--- src/hdl/spte_pkg.sv ---
`timescale 1ns / 1ps
// ----------------------------------------------------------------------------
// spte_pkg: shared types and constants of the sparse polynomial term engine
// Action and status codes, controller states and controller/datapath bundles.
// ----------------------------------------------------------------------------
package spte_pkg;

  localparam int MAX_TERMS    = 64;
  localparam int MAX_EXPONENT = 63;
  localparam int FRAC_BITS    = 16;

  localparam int ADDR_W  = $clog2(MAX_TERMS);
  localparam int CNT_W   = $clog2(MAX_TERMS + 1);
  localparam int EXP_W   = 6;
  localparam int COEF_W  = 32;
  localparam int POINT_W = 16;
  localparam int VALUE_W = 64;
  localparam int PART_W  = COEF_W + POINT_W;
  localparam int PROD_W  = VALUE_W + POINT_W;

  typedef enum logic [2:0] {
    ACT_ADD_TERM = 3'd0,
    ACT_SET_COEF = 3'd1,
    ACT_ADD_COEF = 3'd2,
    ACT_GET_COEF = 3'd3,
    ACT_EVALUATE = 3'd4,
    ACT_CLEAR    = 3'd5
  } action_t;

  typedef enum logic [1:0] {
    ST_OK        = 2'd0,
    ST_ZERO_COEF = 2'd1,
    ST_NOT_FOUND = 2'd2,
    ST_FULL      = 2'd3
  } status_t;

  typedef enum logic [3:0] {
    S_IDLE,
    S_DECODE,
    S_NEXT,
    S_READ,
    S_CHECK,
    S_POW,
    S_POW_LO,
    S_POW_HI,
    S_POW_FIX,
    S_ACCUM,
    S_TAIL,
    S_DONE
  } state_t;

  // commands from controller to datapath
  typedef struct packed {
    logic latch;
    logic check;
    logic inc;
    logic pow_lo;
    logic pow_hi;
    logic pow_fix;
    logic accum;
    logic tail;
  } cmd_t;

  // status from datapath to controller
  typedef struct packed {
    action_t act;
    logic    scan_end;
    logic    hit;
    logic    k_zero;
  } dp_stat_t;

endpackage

--- src/hdl/spte_ctrl.sv ---
`timescale 1ns / 1ps
// ----------------------------------------------------------------------------
// spte_ctrl: controller of the term engine
// Sequences the table scan, the power steps and the result strobe.
// ----------------------------------------------------------------------------
module spte_ctrl (
  input  logic              clk,
  input  logic              rst,
  input  logic              start,
  input  spte_pkg::dp_stat_t stat,
  output spte_pkg::cmd_t     cmd,
  output logic              busy,
  output logic              done
);

  spte_pkg::state_t state, state_next;

  // state register
  always_ff @(posedge clk) begin
    if (rst) begin
      state <= spte_pkg::S_IDLE;
    end else begin
      state <= state_next;
    end
  end

  // next state
  always_comb begin
    state_next = state;
    unique case (state)
      spte_pkg::S_IDLE: begin
        if (start) state_next = spte_pkg::S_DECODE;
      end
      spte_pkg::S_DECODE: begin
        unique case (stat.act) inside
          spte_pkg::ACT_SET_COEF, spte_pkg::ACT_ADD_COEF, spte_pkg::ACT_GET_COEF,
          spte_pkg::ACT_EVALUATE, spte_pkg::ACT_CLEAR: state_next = spte_pkg::S_NEXT;
          default: state_next = spte_pkg::S_TAIL;
        endcase
      end
      spte_pkg::S_NEXT: begin
        state_next = stat.scan_end ? spte_pkg::S_TAIL : spte_pkg::S_READ;
      end
      spte_pkg::S_READ: state_next = spte_pkg::S_CHECK;
      spte_pkg::S_CHECK: begin
        if (stat.act == spte_pkg::ACT_EVALUATE) begin
          state_next = spte_pkg::S_POW;
        end else if (stat.act == spte_pkg::ACT_GET_COEF && stat.hit) begin
          state_next = spte_pkg::S_TAIL;
        end else begin
          state_next = spte_pkg::S_NEXT;
        end
      end
      spte_pkg::S_POW: begin
        state_next = stat.k_zero ? spte_pkg::S_ACCUM : spte_pkg::S_POW_LO;
      end
      spte_pkg::S_POW_LO:  state_next = spte_pkg::S_POW_HI;
      spte_pkg::S_POW_HI:  state_next = spte_pkg::S_POW_FIX;
      spte_pkg::S_POW_FIX: state_next = spte_pkg::S_POW;
      spte_pkg::S_ACCUM:   state_next = spte_pkg::S_NEXT;
      spte_pkg::S_TAIL:    state_next = spte_pkg::S_DONE;
      spte_pkg::S_DONE:    state_next = spte_pkg::S_IDLE;
      default:             state_next = spte_pkg::S_IDLE;
    endcase
  end

  // outputs
  always_comb begin
    cmd     = '0;
    busy    = (state != spte_pkg::S_IDLE);
    done    = (state == spte_pkg::S_DONE);
    unique case (state)
      spte_pkg::S_IDLE:    cmd.latch   = start;
      spte_pkg::S_CHECK: begin
        cmd.check = 1'b1;
        cmd.inc   = (stat.act != spte_pkg::ACT_EVALUATE) &&
                    !(stat.act == spte_pkg::ACT_GET_COEF && stat.hit);
      end
      spte_pkg::S_POW_LO:  cmd.pow_lo  = 1'b1;
      spte_pkg::S_POW_HI:  cmd.pow_hi  = 1'b1;
      spte_pkg::S_POW_FIX: cmd.pow_fix = 1'b1;
      spte_pkg::S_ACCUM: begin
        cmd.accum = 1'b1;
        cmd.inc   = 1'b1;
      end
      spte_pkg::S_TAIL:    cmd.tail    = 1'b1;
      default: ;
    endcase
  end

endmodule

--- config.mk ---
export PLATFORM = sky130hd
export DESIGN_NAME = spte_ctrl
export DESIGN_NICKNAME = d
export VERILOG_FILES = /design/src/hdl/spte_pkg.sv /design/src/hdl/spte_ctrl.sv
export SDC_FILE = /design/constraint.sdc
export NUM_CORES = 1
export LEC_CHECK = 0
export BUFFER_PORTS_ARGS = -buffer_cell sky130_fd_sc_hd__buf_2
export CAP_MARGIN = 20
export CORE_AREA = 8 8 45 47
export DETAILED_ROUTE_END_ITERATION = 16
export DIE_AREA = 0 0 53 55
export PLACE_DENSITY = 0.56
export REMOVE_ABC_BUFFERS = 1
export SYNTH_ARGS = -nofsm -noshare
export SYNTH_HDL_FRONTEND = slang
export SYNTH_SLANG_ARGS = --single-unit
--- constraint.sdc ---
create_clock -name clk -period 3.7 [get_ports clk]
set_input_delay 0.37 -clock clk [delete_from_list [all_inputs] [get_ports clk]]
set_output_delay 0.37 -clock clk [all_outputs]
set_load 0.03 [all_outputs]
==> load_flow_metrics.sql, run 1 <==
INSERT INTO impl_metrics (metric_group, metric, value, unit) VALUES
('die', 'die_area', '2915', 'µm²'),
('critical_path', 'critical_path.cell_chain', 'nand2b_1 -> nor4_1 -> a31oi_1 -> nor2_1 -> buf_2', ''),
('power_and_ir_drop', 'power_density', '460.3', 'nW/µm²'),
('yosys', 'synthesis.instances', '62', ''),
('die', 'core.rowCount', '14', ''),
('min_path', 'min_path_cells', '3', ''),
('detailed_routing', 'post_drt_via_cell_ratio', '5.316', ''),
('detailed_routing', 'drt_pass1_iterations', '4', ''),
('clocking', 'cts_sinks', '4', ''),
('yosys', 'synth_adder_area_share', '0', '%'),
('critical_path', 'critical-path-max-stage-delay', '0.60', 'ns'),
('sta', 'tightestPinTransition', '0.4768', 'ns'),
('critical_path', 'worst_ep_required_time', '3.33', 'ns'),
('cells_and_area', 'design.final.nets', '90', ''),
('critical_path', 'setup.worst_path.class', 'reg2out', ''),
('power_and_ir_drop', 'ir_drop', '0.0001918', 'V'),
('placed_design', 'gpl.final_weighted_congestion', '0.7987', ''),
('detailed_routing', 'wl_per_cell', '13.20', 'µm'),
('die', 'initial_standard_cell_utilization_of_the_core', '31.56', '%'),
('die', 'coreArea', '1384', 'µm²'),
('critical_path', 'gate_family_responsible_for_the_most_delay_along_the_worst_path', 'simple AND/OR/NAND/NOR gates', ''),
('clocking', 'max-clock-path-buffers', '2', ''),
('die', 'chip_width', '53', 'µm'),
('cells_and_area', 'layout-drive-gt1-share', '34.18', '%'),
('yosys', 'synth_xor_xnor_area_share', '0', '%'),
('flow_run', 'maxCapViolations', '0', ''),
('clocking', 'hold_bufs_inserted_after_cts', '0', ''),
('cells_and_area', 'stdcell_count', '95', ''),
('detailed_routing', 'final_antenna_net_count', '0', ''),
('clocking', 'number_of_buffers_added_by_the_clock_tree_synthesis_step', '3', ''),
('critical_path', 'startpoint', 'state[2]', ''),
('sta', 'final.setup.tns', '0', 'ns'),
('status', 'status', 'finished clean', ''),
('placed_design', 'placedCellCount', '92', ''),
('min_path', 'start_point_of_the_worst_min_delay_path', 'rst', ''),
('cells_and_area', 'multi_input_comb_area', '314.1', 'µm²'),
('critical_path', 'end_kind', 'primary output', ''),
('detailed_routing', 'post-route-drc-count', '0', ''),
('placed_design', 'placement.io_buffers', '18', ''),
('min_path', 'holdCritPathClass', 'in2reg', ''),
('yosys', 'synthMuxAreaShare', '0', '%'),
('cells_and_area', 'biggestRegsByFlops', 'state (4)', ''),
('cells_and_area', 'flow.area_growth_from_synthesis', '24.36', '%'),
('sta', 'grt_setup_unrepaired', 'no', ''),
('yosys', 'yosys_register_bits', '4', ''),
('critical_path', 'timing.critical_path.fanout_max', '11', ''),
('critical_path', 'critPathLaunchType', 'register', ''),
('grt', 'globalRouteTotalUtil', '9.339', '%'),
('critical_path', 'critical_path_cell_count', '5', ''),
('cells_and_area', 'n_antenna_cell', '0', ''),
('sta', 'minimum_period_implied_by_the_final_worst_setup_slack', '2.178', 'ns'),
('cells_and_area', 'n_fill_cell', '154', ''),
('cells_and_area', 'seq_area', '80.08', 'µm²'),
('cells_and_area', 'largest-register', 'state', ''),
('clocking', 'h-tree-depth', '1', ''),
('critical_path', 'crit_buf_inv', '1', ''),
('yosys', 'seq_area_frac_synth', '18.34', '%'),
('clocking', 'tritoncts', 'yes', ''),
('grt', 'grt_antenna_before_repair', '0', ''),
('grt', 'grt_pass1_wl', '2076', 'µm'),
('sta', 'fin_hold_viols', '0', ''),
('clocking', 'worstSkewPairLatency', '0.23', 'ns'),
('clocking', 'cts.repair_timing.setup_buffer_count', '0', ''),
('detailed_routing', 'route.vias.total', '505', ''),
('yosys', 'avgSynthCellArea', '7.043', 'µm²'),
('yosys', 'netlist-cell-type-count', '28', ''),
('yosys', 'synth_warnings', '0', ''),
('sta', 'setup_viol_count_final', '0', ''),
('grt', 'number_of_global_route_vias_before_repair', '451', ''),
('clocking', 'post_cts_resize_count', '0', ''),
('yosys', 'combinational_family_with_the_most_area_after_synthesis', 'simple AND/OR/NAND/NOR gates', '');
## per-stage QoR
stage	hold WS (ns)	instance area [µm²]	worst slack [ns]	utilization (%)	power, mW
after detailed placement	0.6915	520.5	1.785	37.61	0.1966
final	0.4467	543.0	1.522	39.24	0.2499
after CTS	0.4403	543.0	1.528	39.24	0.2542
after global placement	0.6800	520.5	1.875	37.61	0.1968
after global routing	0.4354	543.0	1.331	39.24	0.2726
after floorplan	0.5559	410.4	1.842	-	0.1623
## cell families (layout without fill, tap and decap cells)
group / count (synthesis) / after routing
buffers and inverters: 7 / 24
DFF: 4 / 4
and+or+nand+nor: 36 / 36
AOI/OAI and AO/OA: 15 / 15
## path summary, 6_finish.rpt
kind,slack [ns],to
max reg2reg,2.09,state[1]
min,0.45,state[2]
max,1.52,cmd[5]
min reg2reg,0.71,state[3]
## worst register-to-register path, delay by kind of cell, from the launching register on
| kind | cells | cell delay (ns) |
|---|---|---|
| compound gates | 2 | 0.64 |
| flops | 1 | 0.61 |
| simple gates | 2 | 0.27 |
## synth_stat cells
master | n | area [µm²]
sky130_fd_sc_hd__nor2_1 | 14 | 52.55
sky130_fd_sc_hd__a21oi_1 | 6 | 30.03
sky130_fd_sc_hd__dfxtp_1 | 4 | 80.08
sky130_fd_sc_hd__nand2_1 | 4 | 15.01
sky130_fd_sc_hd__nor3_1 | 4 | 20.02
sky130_fd_sc_hd__a31oi_1 | 3 | 18.77
sky130_fd_sc_hd__buf_2 | 3 | 15.01
sky130_fd_sc_hd__inv_1 | 2 | 7.510
sky130_fd_sc_hd__nand2b_1 | 2 | 12.51
sky130_fd_sc_hd__or3_1 | 2 | 12.51
sky130_fd_sc_hd__a2111oi_4 | 1 | 27.53
sky130_fd_sc_hd__a211o_4 | 1 | 17.52
sky130_fd_sc_hd__a211oi_1 | 1 | 7.510
sky130_fd_sc_hd__a21o_1 | 1 | 7.510
sky130_fd_sc_hd__and3_1 | 1 | 6.260
sky130_fd_sc_hd__and4b_1 | 1 | 10.01
sky130_fd_sc_hd__buf_6 | 1 | 11.26
sky130_fd_sc_hd__clkinv_4 | 1 | 8.760
sky130_fd_sc_hd__nand2_2 | 1 | 6.260
sky130_fd_sc_hd__nand3_1 | 1 | 5.000
sky130_fd_sc_hd__nand3b_1 | 1 | 7.510
sky130_fd_sc_hd__nor3b_1 | 1 | 7.510
sky130_fd_sc_hd__nor3b_2 | 1 | 12.51
sky130_fd_sc_hd__nor4_1 | 1 | 6.260
sky130_fd_sc_hd__o21a_1 | 1 | 7.510
sky130_fd_sc_hd__o21ai_0 | 1 | 5.000
sky130_fd_sc_hd__or4_1 | 1 | 7.510
sky130_fd_sc_hd__or4_4 | 1 | 11.26
## placed cells by master (no fill, tap or decap)
| cell | instances |
|---|---|
| sky130_fd_sc_hd__a21oi_1 | 6 |
| sky130_fd_sc_hd__a211oi_1 | 1 |
| sky130_fd_sc_hd__or4_4 | 1 |
| sky130_fd_sc_hd__a21o_1 | 1 |
| sky130_fd_sc_hd__nor3b_2 | 1 |
| sky130_fd_sc_hd__nor4_1 | 1 |
| sky130_fd_sc_hd__clkbuf_4 | 3 |
| sky130_fd_sc_hd__or3_1 | 2 |
| sky130_fd_sc_hd__nor3b_1 | 1 |
| sky130_fd_sc_hd__nor3_1 | 4 |
| sky130_fd_sc_hd__nor2_1 | 14 |
| sky130_fd_sc_hd__and3_1 | 1 |
| sky130_fd_sc_hd__o21a_1 | 1 |
| sky130_fd_sc_hd__a31oi_1 | 3 |
| sky130_fd_sc_hd__a211o_4 | 1 |
| sky130_fd_sc_hd__o21ai_0 | 1 |
| sky130_fd_sc_hd__a2111oi_4 | 1 |
| sky130_fd_sc_hd__nand3b_1 | 1 |
| sky130_fd_sc_hd__inv_1 | 2 |
| sky130_fd_sc_hd__dfxtp_1 | 4 |
| sky130_fd_sc_hd__and4b_1 | 1 |
| sky130_fd_sc_hd__or4_1 | 1 |
| sky130_fd_sc_hd__buf_2 | 18 |
| sky130_fd_sc_hd__nand2_2 | 1 |
| sky130_fd_sc_hd__nand2_1 | 4 |
| sky130_fd_sc_hd__nand2b_1 | 2 |
| sky130_fd_sc_hd__clkinv_4 | 1 |
| sky130_fd_sc_hd__nand3_1 | 1 |
## cell type report
| type | instances | area share (%) |
|---|---|---|
| Clock buffer | 3 | 4.147 |
| Sequential cell | 4 | 14.75 |
| Timing Repair Buffer | 18 | 16.59 |
| Tap cell | 16 | 3.687 |
| Multi-Input combinational cell | 51 | 57.83 |
| Inverter | 3 | 2.995 |
## layer usage
| layer | GRT usage [%] | wire length [µm] | share of wire (%) |
|---|---|---|---|
| met5 | 0 | 0 | 0 |
| met4 | 2.586 | 0 | 0 |
| met3 | 4.278 | 87 | 6.9 |
| met2 | 14.45 | 574 | 46 |
| met1 | 11.38 | 591 | 47 |
## power by group
group          internal, mW  switching (mW)  leakage (nW)
clock network        0.0363          0.0175        0.0138
logic                0.0493          0.0704         0.188
registers            0.0507          0.0257        0.0328
total                 0.136           0.114         0.235
Power figures use the tool's default switching activity.
==> run 2, diff against run 1 <==
Settings changed: ABC_AREA set to 1, PLACE_DENSITY 0.56 to 0.52.
Clock period 3.7 ns to 2.22 ns, I/O delays scaled along.
==> load_flow_metrics.sql, run 2 <==
INSERT INTO impl_metrics (metric_group, metric, value, unit) VALUES
('power_and_ir_drop', 'share_seq_of_total_power', '21.3', '%'),
('detailed_routing', 'route.vias.total', '488', ''),
('critical_path', 'end_kind', 'primary output', ''),
('cells_and_area', 'design.final.nets', '102', ''),
('sta', 'final.setup.tns', '0', 'ns'),
('critical_path', 'critical_path_cell_count', '6', ''),
('die', 'core.rowCount', '14', ''),
('power_and_ir_drop', 'relative_contribution_of_combinational_cells_to_total_power', '64.3', '%'),
('yosys', 'top_area_cells_in_the_synthesized_netlist', 'sky130_fd_sc_hd__dfxtp_1 (21%), sky130_fd_sc_hd__nor2_1 (19%), sky130_fd_sc_hd__nand2_1 (15%)', ''),
('yosys', 'synth_xor_xnor_area_share', '0', '%'),
('power_and_ir_drop', 'power.internal', '0.2787', 'mW'),
('placed_design', 'place_ws', '0.9537', 'ns'),
('yosys', 'synthMuxAreaShare', '0', '%'),
('clocking', 'max-clock-path-buffers', '2', ''),
('critical_path', 'critical_path.cell_chain', 'inv_2 -> nand2_2 -> nor2_4 -> o21ai_1 -> o22ai_1 -> buf_2', ''),
('yosys', 'seq_area_frac_synth', '20.71', '%'),
('cells_and_area', 'flow.area_growth_from_synthesis', '34.30', '%'),
('critical_path', 'cpMaxStageDelayCell', 'sky130_fd_sc_hd__dfxtp_1', ''),
('cells_and_area', 'mostFrequentLayoutCell', 'sky130_fd_sc_hd__nor2_1', ''),
('sta', 'drv_slew', '0', ''),
('yosys', 'asyncSetResetFlopFracSynth', '0', '%'),
('cells_and_area', 'layout-drive-gt1-share', '38.46', '%'),
('yosys', 'synthesis.area', '386.6', 'µm²'),
('sta', 'setup_viol_count_final', '0', ''),
('cells_and_area', 'largest_register_ff_count', '4', ''),
('power_and_ir_drop', 'power_density', '1184', 'nW/µm²'),
('critical_path', 'critical-path-max-stage-delay', '0.35', 'ns'),
('yosys', 'post-synth-top-area-cell', 'sky130_fd_sc_hd__dfxtp_1', ''),
('detailed_routing', 'post_drt_via_cell_ratio', '4.561', ''),
('power_and_ir_drop', 'clock_power_share', '14.4', '%'),
('cells_and_area', 'n_fill_cell', '165', ''),
('yosys', 'avgSynthCellArea', '5.523', 'µm²'),
('sta', 'tightestPinTransition', '0.2338', 'ns'),
('sta', 'slew_limit_headroom', '84.36', '%'),
('critical_path', 'worstSetupEndpoint', 'cmd[5]', ''),
('sta', 'fin_hold_viols', '0', ''),
('sta', 'worst_clock_skew', '0.0007971', 'ns'),
('clocking', 'post_cts_resize_count', '0', ''),
('grt', 'number_of_global_route_vias_before_repair', '450', ''),
('grt', 'grt_pass1_wl', '1718', 'µm'),
('detailed_routing', 'post-route-drc-count', '0', ''),
('power_and_ir_drop', 'p_leak', '0.2943', 'nW'),
('critical_path', 'gate_family_responsible_for_the_most_delay_along_the_worst_path', 'flip-flops', ''),
('sta', 'minimum_period_implied_by_the_final_worst_setup_slack', '1.508', 'ns'),
('yosys', 'yosys_register_bits', '4', ''),
('min_path', 'holdCritPathClass', 'in2reg', ''),
('detailed_routing', 'post_detailed_routing_wire_length', '1082', 'µm'),
('flow_run', 'maxCapViolations', '0', ''),
('die', 'coreArea', '1384', 'µm²'),
('clocking', 'cts.reportedPaths.clkPinSlew', '0.04', 'ns'),
('critical_path', 'worst_r2r_path_depth', '7', ''),
('cells_and_area', 'largest-register', 'state', ''),
('die', 'num_io_pins', '19', ''),
('sta', 'postLayoutSetupSlackWorst', '0.7122', 'ns'),
('detailed_routing', 'drt_pass1_iterations', '4', ''),
('critical_path', 'r2r_end', 'state[1]', ''),
('yosys', 'number_of_enable_type_register_cells_in_the_synthesized_netlist', '0', ''),
('yosys', 'synthMostInstantiatedCell', 'sky130_fd_sc_hd__nor2_1', ''),
('die', 'chip_width', '53', 'µm'),
('critical_path', 'crit_buf_inv', '2', ''),
('yosys', 'combinational_family_with_the_most_area_after_synthesis', 'simple AND/OR/NAND/NOR gates', ''),
('power_and_ir_drop', 'ir_drop', '0.0005438', 'V'),
('die', 'die_area', '2915', 'µm²'),
('grt', 'global_route.overflow_total', '0', ''),
('critical_path', 'ff2ff_setup_slack', '1.11', 'ns'),
('cells_and_area', 'n_antenna_cell', '0', ''),
('status', 'status', 'finished clean', ''),
('sta', 'finalCritPeriodShare', '67.92', '%'),
('die', 'die_y', '55', 'µm'),
('clocking', 'cts_sinks', '4', ''),
('clocking', 'cts.repair_timing.setup_buffer_count', '0', ''),
('critical_path', 'r2r-start', 'state[0]', ''),
('clocking', 'hold_bufs_inserted_after_cts', '0', ''),
('yosys', 'yosys_most_used_dff', 'sky130_fd_sc_hd__dfxtp_1', ''),
('yosys', 'synth_warnings', '0', ''),
('clocking', 'worstSkewPairLatency', '0.23', 'ns'),
('clocking', 'number_of_buffers_added_by_the_clock_tree_synthesis_step', '3', ''),
('critical_path', 'startpoint', 'state[0]', ''),
('detailed_routing', 'detail_route.iter0.violations', '7', ''),
('detailed_routing', 'wl_per_cell', '10.11', 'µm'),
('critical_path', 'setup.worst_path.class', 'reg2out', ''),
('sta', 'max_freq', '0.6632', 'GHz'),
('cells_and_area', 'finish.utilization', '37.52', '%'),
('clocking', 'h-tree-depth', '1', ''),
('placed_design', 'hpwl', '952', 'µm'),
('yosys', 'synthesis.instances', '70', ''),
('placed_design', 'gpl.final_weighted_congestion', '0.7643', ''),
('sta', 'grt_setup_unrepaired', 'no', ''),
('clocking', 'cts_root_buf', 'sky130_fd_sc_hd__clkbuf_4', ''),
('cells_and_area', 'biggestRegsByFlops', 'state (4)', ''),
('clocking', 'tritoncts', 'yes', ''),
('yosys', 'synth_compound_gate_area_share', '11.00', '%'),
('power_and_ir_drop', 'net-switching-power', '0.3361', 'mW'),
('detailed_routing', 'final_antenna_net_count', '0', ''),
('yosys', 'synth_simple_gate_area_share', '60.52', '%'),
('placed_design', 'placement.io_buffers', '18', ''),
('critical_path', 'worst_ep_required_time', '2.00', 'ns'),
('die', 'initial_standard_cell_utilization_of_the_core', '27.94', '%'),
('yosys', 'synth_adder_area_share', '0', '%'),
('critical_path', 'critPathLaunchType', 'register', ''),
('critical_path', 'worst-endpoint-arrival', '1.29', 'ns'),
('yosys', 'yosys.area.top_type_share', '20.71', '%'),
('critical_path', 'timing.critical_path.fanout_max', '5', ''),
('power_and_ir_drop', 'power', '0.6148', 'mW'),
('yosys', 'netlist-cell-type-count', '17', ''),
('cells_and_area', 'layout.cells.most_common_list', 'sky130_fd_sc_hd__nor2_1 (20), sky130_fd_sc_hd__buf_2 (18), sky130_fd_sc_hd__nand2_1 (15), sky130_fd_sc_hd__nand3_1 (6)', ''),
('grt', 'globalRouteTotalUtil', '7.865', '%'),
('yosys', 'post_synth_most_frequent_cells', 'sky130_fd_sc_hd__nor2_1 (20), sky130_fd_sc_hd__nand2_1 (15), sky130_fd_sc_hd__nand3_1 (6)', ''),
('grt', 'grt_max_degree', '7', ''),
('power_and_ir_drop', 'netSwitchingFraction', '54.67', '%'),
('grt', 'grt_antenna_before_repair', '0', '');
==> run 2: changes by cell type in the layout (fill, tap and decap cells not counted), moves of 2 or more <==
cell / previous run / this run
sky130_fd_sc_hd__a21oi_1: 6 / 1
sky130_fd_sc_hd__a31oi_1: 3 / 0
sky130_fd_sc_hd__inv_1: 2 / 4
sky130_fd_sc_hd__inv_2: 0 / 4
sky130_fd_sc_hd__nand2_1: 4 / 15
sky130_fd_sc_hd__nand2_2: 1 / 3
sky130_fd_sc_hd__nand2b_1: 2 / 0
sky130_fd_sc_hd__nand3_1: 1 / 6
sky130_fd_sc_hd__nor2_1: 14 / 20
sky130_fd_sc_hd__nor2_2: 0 / 4
sky130_fd_sc_hd__nor3_1: 4 / 0
sky130_fd_sc_hd__or3_1: 2 / 0
==> run 2: power groups by stage <==
stage | registers, mW | clock network, mW | logic, mW
finish | 0.131 | 0.0884 | 0.395
global route | 0.133 | 0.105 | 0.439
CTS | 0.130 | 0.0947 | 0.402
detailed placement | 0.131 | 0 | 0.400
global placement | 0.132 | 0 | 0.409
floorplan | 0.125 | 0 | 0.309
==> run 2: how the worst min path moves through the flow <==
stage,from,endpoint,cells after the start
2_1_floorplan,rst,state[1],1
3_3_place_gp,rst,state[3],2
3_5_place_dp,rst,state[3],2
4_1_cts,rst,state[3],2
5_1_grt,rst,state[2],2
6_report,rst,state[3],2
==> run 2: layout make-up <==
class / count / area [µm²] / share of cell area [%]
Sequential cell: 4 / 80.08 / 15.42
Multi-Input combinational cell: 58 / 276.5 / 53.25
Tap cell: 16 / 20.02 / 3.855
Timing Repair Buffer: 18 / 90.09 / 17.35
Clock buffer: 3 / 22.52 / 4.337
Inverter: 8 / 30.03 / 5.783
==> run 2: logic make-up (layout without fill, tap and decap cells) <==
logic type / count (synthesis) / after routing
AOI/OAI and AO/OA: 7 / 7
buffers and inverters: 8 / 29
DFF: 4 / 4
and+or+nand+nor: 51 / 51
==> run 2: stage by stage <==
stage                     cells  area (µm²)  hold WS (ns)
after floorplan              70       386.6        0.2944
after global placement      104       496.7        0.4343
after detailed placement    104       496.7        0.4330
after CTS                   107       519.2        0.1833
after global routing        107       519.2        0.1822
final                       107       519.2        0.1924
==> run 2: routing by layer <==
layer	track usage [%]	up-vias	part of all wire (%)	wire length (µm)
met5	0	-	0	0
met2	13.87	10	52	564
li1	-	262	-	-
met1	7.587	214	41	445
met3	2.139	2	6.0	65
met4	6.466	0	0.55	6
==> run 3, diff against run 2 <==
Clock period 2.22 ns to 1.6 ns, I/O delays scaled along.
==> load_flow_metrics.sql, run 3 (synthesized netlist as in run 2, its figures left out) <==
INSERT INTO impl_metrics (metric_group, metric, value, unit) VALUES
('critical_path', 'worst_ep_required_time', '1.44', 'ns'),
('detailed_routing', 'wl_per_cell', '10.15', 'µm'),
('clocking', 'post_cts_resize_count', '0', ''),
('die', 'die_area', '2915', 'µm²'),
('die', 'num_io_pins', '19', ''),
('placed_design', 'placement.io_buffers', '18', ''),
('status', 'status', 'finished clean', ''),
('clocking', 'h-tree-depth', '1', ''),
('cells_and_area', 'n_antenna_cell', '0', ''),
('cells_and_area', 'largest_register_ff_count', '4', ''),
('cells_and_area', 'biggestRegsByFlops', 'state (4)', ''),
('critical_path', 'ff2ff_setup_slack', '0.52', 'ns'),
('die', 'chip_width', '53', 'µm'),
('detailed_routing', 'final_antenna_net_count', '0', ''),
('die', 'core.rowCount', '14', ''),
('sta', 'max_freq', '0.6880', 'GHz'),
('clocking', 'cts.reportedPaths.clkPinSlew', '0.04', 'ns'),
('clocking', 'max-clock-path-buffers', '2', ''),
('grt', 'globalRouteTotalUtil', '8.079', '%'),
('clocking', 'number_of_buffers_added_by_the_clock_tree_synthesis_step', '3', ''),
('min_path', 'min_to', 'state[3]', ''),
('critical_path', 'r2r-start', 'state[0]', ''),
('min_path', 'start_point_of_the_worst_min_delay_path', 'rst', ''),
('power_and_ir_drop', 'power_density', '1642', 'nW/µm²'),
('detailed_routing', 'post_detailed_routing_wire_length', '1086', 'µm'),
('detailed_routing', 'drt_pass1_iterations', '4', ''),
('sta', 'fin_hold_viols', '0', ''),
('min_path', 'holdCritPathClass', 'in2reg', ''),
('clocking', 'tritoncts', 'yes', ''),
('grt', 'grt_max_degree', '7', ''),
('critical_path', 'r2r_end', 'state[1]', ''),
('grt', 'grt_pass1_wl', '1787', 'µm'),
('die', 'die_y', '55', 'µm'),
('sta', 'grt_setup_unrepaired', 'no', ''),
('cells_and_area', 'layout-drive-gt1-share', '38.46', '%'),
('cells_and_area', 'n_fill_cell', '160', ''),
('grt', 'number_of_global_route_vias_before_repair', '471', ''),
('cells_and_area', 'multi_input_comb_area', '276.5', 'µm²'),
('sta', 'setup_viol_count_final', '0', ''),
('sta', 'slew_limit_headroom', '83.65', '%'),
('critical_path', 'end_kind', 'primary output', ''),
('power_and_ir_drop', 'p_leak', '0.2943', 'nW'),
('clocking', 'hold_bufs_inserted_after_cts', '0', ''),
('clocking', 'cts_root_buf', 'sky130_fd_sc_hd__clkbuf_4', ''),
('clocking', 'cts.repair_timing.setup_buffer_count', '0', ''),
('clocking', 'worstSkewPairLatency', '0.23', 'ns'),
('min_path', 'min_path_cells', '2', ''),
('cells_and_area', 'flow.area_growth_from_synthesis', '34.30', '%'),
('sta', 'tightestPinTransition', '0.2444', 'ns'),
('detailed_routing', 'post_drt_via_cell_ratio', '4.430', ''),
('critical_path', 'timing.critical_path.fanout_max', '5', ''),
('die', 'initial_standard_cell_utilization_of_the_core', '27.94', '%'),
('grt', 'global_route.overflow_total', '0', ''),
('sta', 'finalCritPeriodShare', '90.85', '%'),
('critical_path', 'worst-endpoint-arrival', '1.29', 'ns'),
('critical_path', 'worst_r2r_path_depth', '7', ''),
('placed_design', 'hpwl', '939.5', 'µm'),
('sta', 'whs', '0.1284', 'ns'),
('critical_path', 'critPathLaunchType', 'register', ''),
('sta', 'minimum_period_implied_by_the_final_worst_setup_slack', '1.454', 'ns'),
('power_and_ir_drop', 'ir_drop', '0.0005092', 'V'),
('flow_run', 'maxCapViolations', '0', ''),
('cells_and_area', 'seq_area', '80.08', 'µm²'),
('cells_and_area', 'layout.cells.most_common_list', 'sky130_fd_sc_hd__nor2_1 (20), sky130_fd_sc_hd__buf_2 (18), sky130_fd_sc_hd__nand2_1 (15), sky130_fd_sc_hd__nand3_1 (6)', ''),
('die', 'coreArea', '1384', 'µm²'),
('critical_path', 'setup.worst_path.class', 'reg2out', ''),
('detailed_routing', 'post-route-drc-count', '0', ''),
('cells_and_area', 'mostFrequentLayoutCell', 'sky130_fd_sc_hd__nor2_1', ''),
('clocking', 'cts_sinks', '4', ''),
('grt', 'grt_antenna_before_repair', '0', ''),
('cells_and_area', 'design.final.nets', '102', ''),
('sta', 'final.setup.tns', '0', 'ns'),
('detailed_routing', 'route.vias.total', '474', ''),
('detailed_routing', 'detail_route.iter0.violations', '11', ''),
('sta', 'worst_clock_skew', '0.0004102', 'ns'),
('cells_and_area', 'largest-register', 'state', ''),
('sta', 'drv_slew', '0', ''),
('placed_design', 'gpl.final_weighted_congestion', '0.7647', '');
==> run 3: cell counts in the layout (fill, tap and decap cells not counted) <==
No cell type changed its count.
==> run 3: layer usage <==
metal  GRT usage, %  up-vias  wire, µm
met3          2.674        2        67
met5              0        -         0
met2          14.26        6       567
li1               -      261         -
met4          6.466        0         9
met1          7.576      205       442
==> run 3: per-stage QoR <==
step	setup slack, ns	std cells	util, %	total power [mW]	area [µm²]
6_report	0.1464	107	37.52	0.8524	519.2
5_1_grt	0.02921	107	37.52	0.9381	519.2
4_1_cts	0.1328	107	37.52	0.8642	519.2
3_5_place_dp	0.3927	104	35.90	0.7339	496.7
3_3_place_gp	0.3994	104	35.90	0.7500	496.7
2_1_floorplan	0.1071	70	-	0.6020	386.6
==> run 3: worst max-delay path by stage <==
stage          slack (ns)      from      to  cells past startpoint
2_1_floorplan        0.11  state[3]  cmd[5]                      5
3_3_place_gp         0.40  state[0]  cmd[5]                      6
3_5_place_dp         0.39  state[0]  cmd[5]                      6
4_1_cts              0.13  state[0]  cmd[5]                      6
5_1_grt              0.03  state[0]  cmd[5]                      6
6_report             0.15  state[0]  cmd[5]                      6
==> run 3: cell type report <==
cell class,count,share of cell area [%]
inverters,8,5.783
flip-flops and latches,4,15.42
clock buffers,3,4.337
well taps,16,3.855
repair buffers,18,17.35
multi-input cells,58,53.25
==> run 3: critical path, stage by stage, from the launching register on <==
cell and delay [ns]:
sky130_fd_sc_hd__dfxtp_1 0.35, sky130_fd_sc_hd__inv_2 0.10, sky130_fd_sc_hd__nand2_2 0.08, sky130_fd_sc_hd__nor2_4 0.11, sky130_fd_sc_hd__o21ai_1 0.09, sky130_fd_sc_hd__o22ai_1 0.11
sky130_fd_sc_hd__buf_2 0.22
==> run 3: power by group <==
part	internal [mW]	switching, mW
Combinational	0.168	0.381
Clock	0.0838	0.0401
Sequential	0.135	0.0449
